### src/hw/rtl/tbs_pkg.sv
// ---------------------------------------------------------------------------
// tbs_pkg
// Shared types, codes and sizes for the token bucket traffic shaper.
// ---------------------------------------------------------------------------
package tbs_pkg;

  localparam int QUEUE_DEPTH_DEF = 16;
  localparam int BUCKET_DEPTH    = 16;
  localparam int MAX_RESULTS     = 16;
  localparam int BURST_W         = $clog2(MAX_RESULTS);

  localparam int OP_W   = 2;
  localparam int ID_W   = 8;
  localparam int KIND_W = 3;
  localparam int CNT_W  = 5;
  localparam int LIM_W  = 5;

  localparam int APB_DW = 32;
  localparam int APB_AW = 3;

  localparam logic [OP_W-1:0] OP_ARRIVE   = 2'd0;
  localparam logic [OP_W-1:0] OP_TOKEN    = 2'd1;
  localparam logic [OP_W-1:0] OP_DISPATCH = 2'd2;
  localparam logic [OP_W-1:0] OP_STATUS   = 2'd3;

  localparam logic [KIND_W-1:0] KIND_SENT     = 3'd0;
  localparam logic [KIND_W-1:0] KIND_ACCEPTED = 3'd1;
  localparam logic [KIND_W-1:0] KIND_DROPPED  = 3'd2;
  localparam logic [KIND_W-1:0] KIND_STATUS   = 3'd3;
  localparam logic [KIND_W-1:0] KIND_NONE     = 3'd4;

  localparam logic REG_INGRESS_LIMIT = 1'b0;
  localparam logic REG_TOKEN_LIMIT   = 1'b1;

  localparam logic [LIM_W-1:0] LIMIT_RESET = 5'd16;

  typedef struct packed {
    logic [LIM_W-1:0] ingress_limit;
    logic [LIM_W-1:0] token_limit;
  } cfg_t;

endpackage

### src/hw/rtl/tbs_in_if.sv
// ---------------------------------------------------------------------------
// tbs_in_if
// Event channel: valid/ready handshake with op code and packet id.
// ---------------------------------------------------------------------------
interface tbs_in_if;
  import tbs_pkg::*;

  logic            valid;
  logic            ready;
  logic [OP_W-1:0] op;
  logic [ID_W-1:0] packet_id;

  modport source (output valid, output op, output packet_id, input ready);
  modport sink   (input valid, input op, input packet_id, output ready);

endinterface

### src/hw/rtl/tbs_out_if.sv
// ---------------------------------------------------------------------------
// tbs_out_if
// Result channel: valid/ready handshake with result kind, id and counts.
// ---------------------------------------------------------------------------
interface tbs_out_if;
  import tbs_pkg::*;

  logic              valid;
  logic              ready;
  logic [KIND_W-1:0] kind;
  logic [ID_W-1:0]   sent_id;
  logic [CNT_W-1:0]  tokens_left;
  logic [CNT_W-1:0]  queued;
  logic              last;

  modport source (output valid, output kind, output sent_id, output tokens_left,
                  output queued, output last, input ready);
  modport sink   (input valid, input kind, input sent_id, input tokens_left,
                  input queued, input last, output ready);

endinterface

### src/hw/rtl/tbs_ram.sv
// ---------------------------------------------------------------------------
// tbs_ram
// Generic single-write, single-read RAM with registered read data.
// ---------------------------------------------------------------------------
module tbs_ram #(
  parameter int WIDTH = 8,
  parameter int DEPTH = 16,
  parameter int AW    = $clog2(DEPTH)
) (
  input  logic             clk,
  input  logic             wr_en,
  input  logic [AW-1:0]    wr_addr,
  input  logic [WIDTH-1:0] wr_data,
  input  logic             rd_en,
  input  logic [AW-1:0]    rd_addr,
  output logic [WIDTH-1:0] rd_data
);

  logic [WIDTH-1:0] mem [DEPTH];

  always_ff @(posedge clk) begin
    if (wr_en) begin
      mem[wr_addr] <= wr_data;
    end
    if (rd_en) begin
      rd_data <= mem[rd_addr];
    end
  end

endmodule

### src/hw/rtl/tbs_regs.sv
// ---------------------------------------------------------------------------
// tbs_regs
// APB register file holding the ingress and token limits.
// ---------------------------------------------------------------------------
module tbs_regs (
  input  logic                        clk,
  input  logic                        rst_n,
  input  logic                        psel,
  input  logic                        penable,
  input  logic                        pwrite,
  input  logic [tbs_pkg::APB_AW-1:0]  paddr,
  input  logic [tbs_pkg::APB_DW-1:0]  pwdata,
  output logic [tbs_pkg::APB_DW-1:0]  prdata,
  output logic                        pready,
  output tbs_pkg::cfg_t               cfg
);
  import tbs_pkg::*;

  cfg_t       cfg_r;
  logic       reg_idx;
  logic       wr_hit;
  logic [LIM_W-1:0] rd_val;

  assign reg_idx = paddr[2];
  assign pready  = 1'b1;
  assign wr_hit  = psel && penable && pwrite && pready;

  always_ff @(posedge clk) begin
    if (!rst_n) begin
      cfg_r.ingress_limit <= LIMIT_RESET;
      cfg_r.token_limit   <= LIMIT_RESET;
    end else if (wr_hit) begin
      unique case (reg_idx)
        REG_INGRESS_LIMIT: cfg_r.ingress_limit <= pwdata[LIM_W-1:0];
        REG_TOKEN_LIMIT:   cfg_r.token_limit   <= pwdata[LIM_W-1:0];
      endcase
    end
  end

  always_comb begin
    unique case (reg_idx)
      REG_INGRESS_LIMIT: rd_val = cfg_r.ingress_limit;
      REG_TOKEN_LIMIT:   rd_val = cfg_r.token_limit;
    endcase
  end

  assign prdata = APB_DW'(rd_val);
  assign cfg    = cfg_r;

endmodule

### src/hw/rtl/tbs_ctrl.sv
// ---------------------------------------------------------------------------
// tbs_ctrl
// Bucket and queue bookkeeping, dispatch sequencer and result register.
// ---------------------------------------------------------------------------
module tbs_ctrl #(
  parameter int QUEUE_DEPTH = tbs_pkg::QUEUE_DEPTH_DEF,
  parameter int PTR_W       = $clog2(QUEUE_DEPTH)
) (
  input  logic                     clk,
  input  logic                     rst_n,
  input  tbs_pkg::cfg_t            cfg,
  tbs_in_if.sink                   in_ch,
  tbs_out_if.source                out_ch,
  output logic                     ram_wr_en,
  output logic [PTR_W-1:0]         ram_wr_addr,
  output logic [tbs_pkg::ID_W-1:0] ram_wr_data,
  output logic                     ram_rd_en,
  output logic [PTR_W-1:0]         ram_rd_addr,
  input  logic [tbs_pkg::ID_W-1:0] ram_rd_data,
  output logic                     busy
);
  import tbs_pkg::*;

  localparam logic ST_IDLE = 1'b0;
  localparam logic ST_DISP = 1'b1;

  logic               state_r, state_nxt;
  logic [CNT_W-1:0]   tok_r, tok_nxt;
  logic [CNT_W-1:0]   qcnt_r, qcnt_nxt;
  logic [PTR_W-1:0]   head_r, head_nxt;
  logic [PTR_W-1:0]   tail_r, tail_nxt;
  logic [BURST_W-1:0] burst_r, burst_nxt;

  logic               out_valid_r, out_valid_nxt;
  logic [KIND_W-1:0]  kind_r, kind_nxt;
  logic [ID_W-1:0]    id_r, id_nxt;
  logic [CNT_W-1:0]   otok_r, otok_nxt;
  logic [CNT_W-1:0]   oq_r, oq_nxt;
  logic               last_r, last_nxt;

  logic               out_free;
  logic               acc;
  logic               can_queue;
  logic               can_tok;
  logic               fin;
  logic [PTR_W-1:0]   head_inc;
  logic [PTR_W-1:0]   tail_inc;

  function automatic logic [PTR_W-1:0] next_slot(input logic [PTR_W-1:0] p);
    logic [PTR_W-1:0] r;
    r = (32'(p) == QUEUE_DEPTH - 1) ? '0 : p + PTR_W'(1);
    return r;
  endfunction

  assign out_free  = !out_valid_r || out_ch.ready;
  assign in_ch.ready = (state_r == ST_IDLE) && out_free;
  assign acc       = in_ch.valid && in_ch.ready;
  assign can_queue = (qcnt_r < cfg.ingress_limit) && (32'(qcnt_r) < QUEUE_DEPTH);
  assign can_tok   = (tok_r < cfg.token_limit) && (32'(tok_r) < BUCKET_DEPTH);
  assign head_inc  = next_slot(head_r);
  assign tail_inc  = next_slot(tail_r);
  assign fin       = (burst_r == BURST_W'(MAX_RESULTS - 1)) ||
                     (tok_r == CNT_W'(1)) || (qcnt_r == CNT_W'(1));

  assign ram_wr_en   = acc && (in_ch.op == OP_ARRIVE) && can_queue;
  assign ram_wr_addr = tail_r;
  assign ram_wr_data = in_ch.packet_id;

  always_comb begin
    state_nxt     = state_r;
    tok_nxt       = tok_r;
    qcnt_nxt      = qcnt_r;
    head_nxt      = head_r;
    tail_nxt      = tail_r;
    burst_nxt     = burst_r;
    out_valid_nxt = out_valid_r && !out_ch.ready;
    kind_nxt      = kind_r;
    id_nxt        = id_r;
    otok_nxt      = otok_r;
    oq_nxt        = oq_r;
    last_nxt      = last_r;
    ram_rd_en     = 1'b0;
    ram_rd_addr   = head_r;

    unique case (state_r)
      ST_IDLE: begin
        if (acc) begin
          out_valid_nxt = 1'b1;
          id_nxt        = '0;
          otok_nxt      = tok_r;
          oq_nxt        = qcnt_r;
          last_nxt      = 1'b1;
          kind_nxt      = KIND_STATUS;
          unique case (in_ch.op)
            OP_ARRIVE: begin
              if (can_queue) begin
                tail_nxt = tail_inc;
                qcnt_nxt = qcnt_r + CNT_W'(1);
                oq_nxt   = qcnt_r + CNT_W'(1);
                kind_nxt = KIND_ACCEPTED;
              end else begin
                kind_nxt = KIND_DROPPED;
                id_nxt   = in_ch.packet_id;
              end
            end
            OP_TOKEN: begin
              if (can_tok) begin
                tok_nxt  = tok_r + CNT_W'(1);
                otok_nxt = tok_r + CNT_W'(1);
              end
            end
            OP_DISPATCH: begin
              if ((tok_r != '0) && (qcnt_r != '0)) begin
                out_valid_nxt = out_valid_r && !out_ch.ready;
                kind_nxt      = kind_r;
                id_nxt        = id_r;
                otok_nxt      = otok_r;
                oq_nxt        = oq_r;
                last_nxt      = last_r;
                ram_rd_en     = 1'b1;
                burst_nxt     = '0;
                state_nxt     = ST_DISP;
              end else begin
                kind_nxt = KIND_NONE;
              end
            end
            default: begin
              kind_nxt = KIND_STATUS;
            end
          endcase
        end
      end
      ST_DISP: begin
        if (out_free) begin
          head_nxt      = head_inc;
          tok_nxt       = tok_r - CNT_W'(1);
          qcnt_nxt      = qcnt_r - CNT_W'(1);
          out_valid_nxt = 1'b1;
          kind_nxt      = KIND_SENT;
          id_nxt        = ram_rd_data;
          otok_nxt      = tok_r - CNT_W'(1);
          oq_nxt        = qcnt_r - CNT_W'(1);
          last_nxt      = fin;
          if (fin) begin
            state_nxt = ST_IDLE;
          end else begin
            ram_rd_en   = 1'b1;
            ram_rd_addr = head_inc;
            burst_nxt   = burst_r + BURST_W'(1);
          end
        end
      end
    endcase
  end

  always_ff @(posedge clk) begin
    if (!rst_n) begin
      state_r     <= ST_IDLE;
      tok_r       <= '0;
      qcnt_r      <= '0;
      head_r      <= '0;
      tail_r      <= '0;
      burst_r     <= '0;
      out_valid_r <= 1'b0;
    end else begin
      state_r     <= state_nxt;
      tok_r       <= tok_nxt;
      qcnt_r      <= qcnt_nxt;
      head_r      <= head_nxt;
      tail_r      <= tail_nxt;
      burst_r     <= burst_nxt;
      out_valid_r <= out_valid_nxt;
    end
  end

  always_ff @(posedge clk) begin
    kind_r <= kind_nxt;
    id_r   <= id_nxt;
    otok_r <= otok_nxt;
    oq_r   <= oq_nxt;
    last_r <= last_nxt;
  end

  assign out_ch.valid       = out_valid_r;
  assign out_ch.kind        = kind_r;
  assign out_ch.sent_id     = id_r;
  assign out_ch.tokens_left = otok_r;
  assign out_ch.queued      = oq_r;
  assign out_ch.last        = last_r;
  assign busy               = (state_r == ST_DISP);

endmodule

### src/hw/rtl/token_bucket_traffic_shaper_top.sv
// ---------------------------------------------------------------------------
// token_bucket_traffic_shaper_top
// Token bucket shaper: ingress queue in RAM, bucket counter, dispatch bursts.
//
//   channel   direction  payload
//   in_ch     sink       op, packet_id
//   out_ch    source     kind, sent_id, tokens_left, queued, last
//   apb       slave      ingress_limit @0x0, token_limit @0x4
//
// Arrival, token and status transactions run back to back unless out_ch stalls.
// A dispatch first reads the queue head, then releases the queued packets in
// turn through the single read port of the packet RAM.
// Reset is synchronous; no clearing pass, the queue RAM is never read unwritten.
// A stalled result stays in the result register; in_ch waits.
// ---------------------------------------------------------------------------
module token_bucket_traffic_shaper_top #(
  parameter int QUEUE_DEPTH = tbs_pkg::QUEUE_DEPTH_DEF
) (
  input  logic                       clk,
  input  logic                       rst_n,
  tbs_in_if.sink                     in_ch,
  tbs_out_if.source                  out_ch,
  input  logic                       psel,
  input  logic                       penable,
  input  logic                       pwrite,
  input  logic [tbs_pkg::APB_AW-1:0] paddr,
  input  logic [tbs_pkg::APB_DW-1:0] pwdata,
  output logic [tbs_pkg::APB_DW-1:0] prdata,
  output logic                       pready
);
  import tbs_pkg::*;

  localparam int PTR_W = $clog2(QUEUE_DEPTH);

  cfg_t             cfg;
  logic             ram_wr_en;
  logic [PTR_W-1:0] ram_wr_addr;
  logic [ID_W-1:0]  ram_wr_data;
  logic             ram_rd_en;
  logic [PTR_W-1:0] ram_rd_addr;
  logic [ID_W-1:0]  ram_rd_data;
  logic             busy;

  tbs_regs u_regs (
    .clk     (clk),
    .rst_n   (rst_n),
    .psel    (psel),
    .penable (penable),
    .pwrite  (pwrite),
    .paddr   (paddr),
    .pwdata  (pwdata),
    .prdata  (prdata),
    .pready  (pready),
    .cfg     (cfg)
  );

  tbs_ram #(
    .WIDTH (ID_W),
    .DEPTH (QUEUE_DEPTH),
    .AW    (PTR_W)
  ) u_pkt_ram (
    .clk     (clk),
    .wr_en   (ram_wr_en),
    .wr_addr (ram_wr_addr),
    .wr_data (ram_wr_data),
    .rd_en   (ram_rd_en),
    .rd_addr (ram_rd_addr),
    .rd_data (ram_rd_data)
  );

  tbs_ctrl #(
    .QUEUE_DEPTH (QUEUE_DEPTH),
    .PTR_W       (PTR_W)
  ) u_ctrl (
    .clk         (clk),
    .rst_n       (rst_n),
    .cfg         (cfg),
    .in_ch       (in_ch),
    .out_ch      (out_ch),
    .ram_wr_en   (ram_wr_en),
    .ram_wr_addr (ram_wr_addr),
    .ram_wr_data (ram_wr_data),
    .ram_rd_en   (ram_rd_en),
    .ram_rd_addr (ram_rd_addr),
    .ram_rd_data (ram_rd_data),
    .busy        (busy)
  );

`ifndef NO_ASSERTIONS
  a_busy_blocks_input: assert property (@(posedge clk) disable iff (!rst_n)
    busy |-> !in_ch.ready)
    else $error("input accepted during dispatch burst");

  a_sent_not_last_has_room: assert property (@(posedge clk) disable iff (!rst_n)
    (out_ch.valid && (out_ch.kind == KIND_SENT) && !out_ch.last) |->
      ((out_ch.tokens_left != '0) && (out_ch.queued != '0)))
    else $error("burst continues with empty bucket or queue");

  a_none_is_last: assert property (@(posedge clk) disable iff (!rst_n)
    (out_ch.valid && (out_ch.kind == KIND_NONE)) |-> out_ch.last)
    else $error("empty dispatch result without last mark");

  a_unused_id_zero: assert property (@(posedge clk) disable iff (!rst_n)
    (out_ch.valid && ((out_ch.kind == KIND_ACCEPTED) || (out_ch.kind == KIND_STATUS) ||
                      (out_ch.kind == KIND_NONE))) |-> (out_ch.sent_id == '0))
    else $error("sent_id set on a result that carries no packet");
`endif

endmodule
### src/flat_wrapper.sv
// flat-port wrapper written by rule: the top's interface ports become plain ports
module token_bucket_traffic_shaper_top_flat import tbs_pkg::*;
#(
  parameter int QUEUE_DEPTH = tbs_pkg::QUEUE_DEPTH_DEF
)
  (clk, rst_n, psel, penable, pwrite, paddr, pwdata, prdata, pready, in_ch_valid, in_ch_op, in_ch_packet_id, in_ch_ready, out_ch_valid, out_ch_kind, out_ch_sent_id, out_ch_tokens_left, out_ch_queued, out_ch_last, out_ch_ready);
  tbs_in_if in_ch_i ();
  tbs_out_if out_ch_i ();
  input  logic clk;
  input  logic rst_n;
  input  logic psel;
  input  logic penable;
  input  logic pwrite;
  input  logic [tbs_pkg::APB_AW-1:0] paddr;
  input  logic [tbs_pkg::APB_DW-1:0] pwdata;
  output logic [tbs_pkg::APB_DW-1:0] prdata;
  output logic pready;
  input wire logic [$bits(in_ch_i.valid)-1:0] in_ch_valid;
  input wire logic [$bits(in_ch_i.op)-1:0] in_ch_op;
  input wire logic [$bits(in_ch_i.packet_id)-1:0] in_ch_packet_id;
  output wire logic [$bits(in_ch_i.ready)-1:0] in_ch_ready;
  output wire logic [$bits(out_ch_i.valid)-1:0] out_ch_valid;
  output wire logic [$bits(out_ch_i.kind)-1:0] out_ch_kind;
  output wire logic [$bits(out_ch_i.sent_id)-1:0] out_ch_sent_id;
  output wire logic [$bits(out_ch_i.tokens_left)-1:0] out_ch_tokens_left;
  output wire logic [$bits(out_ch_i.queued)-1:0] out_ch_queued;
  output wire logic [$bits(out_ch_i.last)-1:0] out_ch_last;
  input wire logic [$bits(out_ch_i.ready)-1:0] out_ch_ready;
  assign in_ch_i.valid = in_ch_valid;
  assign in_ch_i.op = in_ch_op;
  assign in_ch_i.packet_id = in_ch_packet_id;
  assign in_ch_ready = in_ch_i.ready;
  assign out_ch_valid = out_ch_i.valid;
  assign out_ch_kind = out_ch_i.kind;
  assign out_ch_sent_id = out_ch_i.sent_id;
  assign out_ch_tokens_left = out_ch_i.tokens_left;
  assign out_ch_queued = out_ch_i.queued;
  assign out_ch_last = out_ch_i.last;
  assign out_ch_i.ready = out_ch_ready;
  token_bucket_traffic_shaper_top #(.QUEUE_DEPTH(QUEUE_DEPTH)) u_core (.clk(clk), .rst_n(rst_n), .in_ch(in_ch_i), .out_ch(out_ch_i), .psel(psel), .penable(penable), .pwrite(pwrite), .paddr(paddr), .pwdata(pwdata), .prdata(prdata), .pready(pready));
endmodule
### config.mk
export PLATFORM = sky130hd
export DESIGN_NAME = token_bucket_traffic_shaper_top_flat
export DESIGN_NICKNAME = d
export VERILOG_FILES = /design/src/hw/rtl/tbs_pkg.sv /design/src/hw/rtl/tbs_in_if.sv /design/src/hw/rtl/tbs_out_if.sv /design/src/hw/rtl/tbs_ram.sv /design/src/hw/rtl/tbs_regs.sv /design/src/hw/rtl/tbs_ctrl.sv /design/src/hw/rtl/token_bucket_traffic_shaper_top.sv /design/src/flat_wrapper.sv
export SDC_FILE = /design/constraint.sdc
export NUM_CORES = 1
export LEC_CHECK = 0
export ABC_AREA = 1
export BUFFER_PORTS_ARGS = -buffer_cell sky130_fd_sc_hd__buf_2
export CAP_MARGIN = 20
export CORE_AREA = 2 2 133 135
export CTS_CLUSTER_SIZE = 16
export DETAILED_ROUTE_END_ITERATION = 10
export DIE_AREA = 0 0 135 137
export PLACE_DENSITY = 0.83
export SYNTH_ARGS = -nofsm -noshare
export SYNTH_HDL_FRONTEND = slang
export SYNTH_SLANG_ARGS = --single-unit
### constraint.sdc
create_clock -name clk -period 3.3 [get_ports clk]
set_clock_uncertainty 0.1 [all_clocks]
set_input_delay 0.165 -clock clk [delete_from_list [all_inputs] [get_ports clk]]
set_output_delay 0.165 -clock clk [all_outputs]
set_load 0.02 [all_outputs]
==> flow_summary.toml <==
[outcome]
outcome = "completed"

[power]
peakVddDrop_v = 0.000424
p_clk_frac = 0.416
internal_power_mw = 4.18
switchingPower_mw = 1.30
leakage_nw = 4.32
power_density_nw_per_um2 = 529
swShare = 0.238
p_comb_frac = 0.089
pwr-share-seq = 0.494

[worst_setup_path]
criticalPathCategory = "reg2reg"
rr_worst_depth = 11
timing.rr.start = "u_core.u_ctrl.qcnt_r[2]$_SDFFE_PN0P_"
cp.required_ps = 3350
crit_path_max_fanout = 10
crit_path_start_kind = "flip-flop"
arrival_ps = 2850
r2r_slack_ps = 500
regToRegEndpoint = "u_core.u_pkt_ram.mem[7][1]$_DFFE_PP_"
end_kind = "flip-flop"

[cells_and_area]
drive_gt1_frac = 0.128
antennaDiodeCount = 0
fillCellCount = 1311
multiInputGateArea_um2 = 3060
nNetsFinal = 1086
finalNonFillerCells = 1250
syn_to_final_growth_pct = 11.8
fin_util = 0.607
seq_area_um2 = 5430

[cts]
tritoncts = "yes"
insertion_delay_ps = 440
clk_pin_slew_ps = 70
htree_num_levels = 4
ctsRootBufferMaster = "clkbuf_16"
cts_buffers = 17
clk_path_buf_depth = 2
clkSinkCount = 192

[routing]
post_drt_wl_per_cell_um = 16.3
drc = 0
drt-vias-per-instance = 5.57
vias = 6957
drtAntennaViolNets = 0
finalWirelength_mm = 20.4
drt_iter0_markers = 747
firstDrtPassIters = 8

[yosys]
synthTopCellsByArea = "edfxtp_1, nand2_1, nand3_1"
yosysSeqAreaShare = 0.585
avgSynthCellArea_um2 = 9.76
yosys.area.top_type = "edfxtp_1"
syn_inst = 950
ys.flop_type = "edfxtp_1"
synth.distinct_cells = 40
netlist_area_um2 = 9270
yosys_warnings = 0
synth-async-reset-ratio = 0
synth_edf_count = 158
yosysTopAreaCellShare = 0.512
ys_ff_latch = 192

[sta]
setup_viol = 0
fmax_mhz = 357
fin_setup_tns_ps = 0
slew_headroom = 0.458
slew_viol_final = 0
fin_crit_ps = 2800
worst_pin_slew_ps = 812
hold_viol = 0
rsz0062_at_grt = "no"
finalCritPeriodShare = 0.848

[floorplanning]
die_h_um = 137
io_pins = 109
start_util = 0.543
fp.dieArea_um2 = 18500
die_x_um = 135
coreArea_um2 = 17100
rows = 48

[hold_path]
worstHoldPathType = "in2reg"
min_to = "u_core.u_ctrl.out_ch.kind[0]$_SDFFCE_PP0P_"
hold_start = "in_ch_op[0]"
whs_path_depth = 3

[global_routing]
antenna_found_initial = 0
globalRouteTotalUtil = 0.225
grt_pass1_vias = 6138
grt_max_degree = 41
grt_pass1_wl_mm = 31.7
grt_overflow = 0

[place]
place_congestion = 0.903
dpl.hpwl_mm = 13.0
dp.cells = 1211
numPortBuffers = 51

[run]
cap_violations = 0
[power by group through the flow]
stage          clock [mW]  sequential (mW)  combinational, mW
6_report             2.28             2.71              0.491
3_3_place_gp            0             2.76              0.464
2_1_floorplan           0             2.79              0.326
4_1_cts              2.29             2.71              0.487
5_1_grt              2.38             2.72              0.543
3_5_place_dp            0             2.77              0.476
[final cells by class]
cell class | count | area share
clock buffers | 18 | 0.0414
inverters | 110 | 0.0403
flip-flops and latches | 192 | 0.524
clock inverters | 14 | 0.0221
well taps | 225 | 0.0272
repair buffers | 84 | 0.0502
multi-input cells | 607 | 0.295
[cells in the final DEF (no fill, tap or decap), drive strengths merged, types with 8 or more instances in the layout]
master / n
nor3: 8
conb: 28
ha: 22
a32o: 8
inv: 114
dfxtp: 34
buf: 77
o21ai: 48
nand3b: 17
nand3: 149
edfxtp: 158
nand2: 220
clkbuf: 18
nor2: 50
a21oi: 27
[worst max-delay path: stages, from the launching register on]
cell	delay, ps
dfxtp_1	580
ha_1	320
nand2_1	60
nand2_1	40
a21oi_1	110
nand2_1	120
inv_2	110
nand2_1	100
nor2_2	290
nand2_1	250
nor3_1	210
buf_4	210
[routing by layer]
layer / GRT usage / up-vias / wire [um]
met1: 0.312 / 3244 / 8490
met4: 0.0943 / 0 / 522
li1: - / 3282 / -
met2: 0.346 / 384 / 9410
met3: 0.0481 / 47 / 1970
met5: 0 / - / 0
[how the worst max path moves through the flow]
stage	start	to	slack (ps)	depth (start not counted)
floorplan	u_core.u_ctrl.qcnt_r[3]$_SDFFE_PN0P_	u_core.u_pkt_ram.mem[7][0]$_DFFE_PP_	660	10
global placement	u_core.u_ctrl.qcnt_r[2]$_SDFFE_PN0P_	u_core.u_pkt_ram.mem[7][7]$_DFFE_PP_	610	11
detailed placement	u_core.u_ctrl.qcnt_r[2]$_SDFFE_PN0P_	u_core.u_pkt_ram.mem[7][7]$_DFFE_PP_	560	11
CTS	u_core.u_ctrl.qcnt_r[2]$_SDFFE_PN0P_	u_core.u_pkt_ram.mem[7][1]$_DFFE_PP_	520	11
global route	u_core.u_ctrl.tok_r[1]$_SDFFE_PN0P_	u_core.u_pkt_ram.rd_data[6]$_DFFE_PP_	280	13
finish	u_core.u_ctrl.qcnt_r[2]$_SDFFE_PN0P_	u_core.u_pkt_ram.mem[7][1]$_DFFE_PP_	500	11
[synth_stat cells, types with 2 or more instances]
library cell / number
a21oi_1: 26
nand2_2: 2
nand3b_1: 17
inv_1: 102
nor2_1: 47
nor3_1: 8
nand3_1: 148
nand4_1: 3
buf_2: 18
dfxtp_1: 34
o211ai_1: 3
conb_1: 2
nand2_1: 216
buf_4: 34
o22ai_1: 2
buf_6: 7
clkbuf_1: 6
nand2_4: 2
xor2_1: 7
nor2_2: 2
o21ai_0: 45
a32o_1: 8
or2_2: 3
and3_1: 2
inv_4: 2
edfxtp_1: 158
ha_1: 22
inv_2: 6
a31oi_1: 7
[state kept, by name, summed over array words and instances (netlist names)]
| name | cells |
|---|---|
| u_core.u_ctrl.burst_r | 4 |
| u_core.u_ctrl.busy | 1 |
| u_core.u_ctrl.head_r | 4 |
| u_core.u_ctrl.out_ch.kind | 3 |
| u_core.u_ctrl.out_ch.last | 1 |
| u_core.u_ctrl.out_ch.queued | 5 |
| u_core.u_ctrl.out_ch.sent_id | 8 |
| u_core.u_ctrl.out_ch.tokens_left | 5 |
| u_core.u_ctrl.out_ch.valid | 1 |
| u_core.u_ctrl.qcnt_r | 5 |
| u_core.u_ctrl.ram_wr_addr | 4 |
| u_core.u_ctrl.tok_r | 5 |
| u_core.u_pkt_ram.mem | 128 |
| u_core.u_pkt_ram.rd_data | 8 |
| u_core.u_regs.cfg | 10 |
[cells by family after synthesis]
kind of cell	share of synthesized area
and+or+nand+nor	0.221
xor gates and xnor gates	0.00661
AOI/OAI and AO/OA	0.0613
other	0.000810
DFF	0.585
buffers and inverters	0.0953
adders and majority gates	0.0297
[repair_timing]
| item | CTS | global route |
|---|---|---|
| buffers inserted | 0 | 0 |
| endpoints found under the hold margin | 12 | 0 |
| gates resized for setup | 0 | 0 |
| hold buffers | 7 | 0 |
[metrics by stage]
stage          area (um^2)  worst slack (ps)  power, mW  hold WS, ps
5_1_grt              10400               279       5.64         66.9
6_report             10400               501       5.49         53.7
3_5_place_dp          9630               564       3.24          317
4_1_cts              10400               517       5.49         48.9
3_3_place_gp          9630               613       3.23          309
2_1_floorplan         9370               657       3.12          164
(Power assumes the default switching activity.)
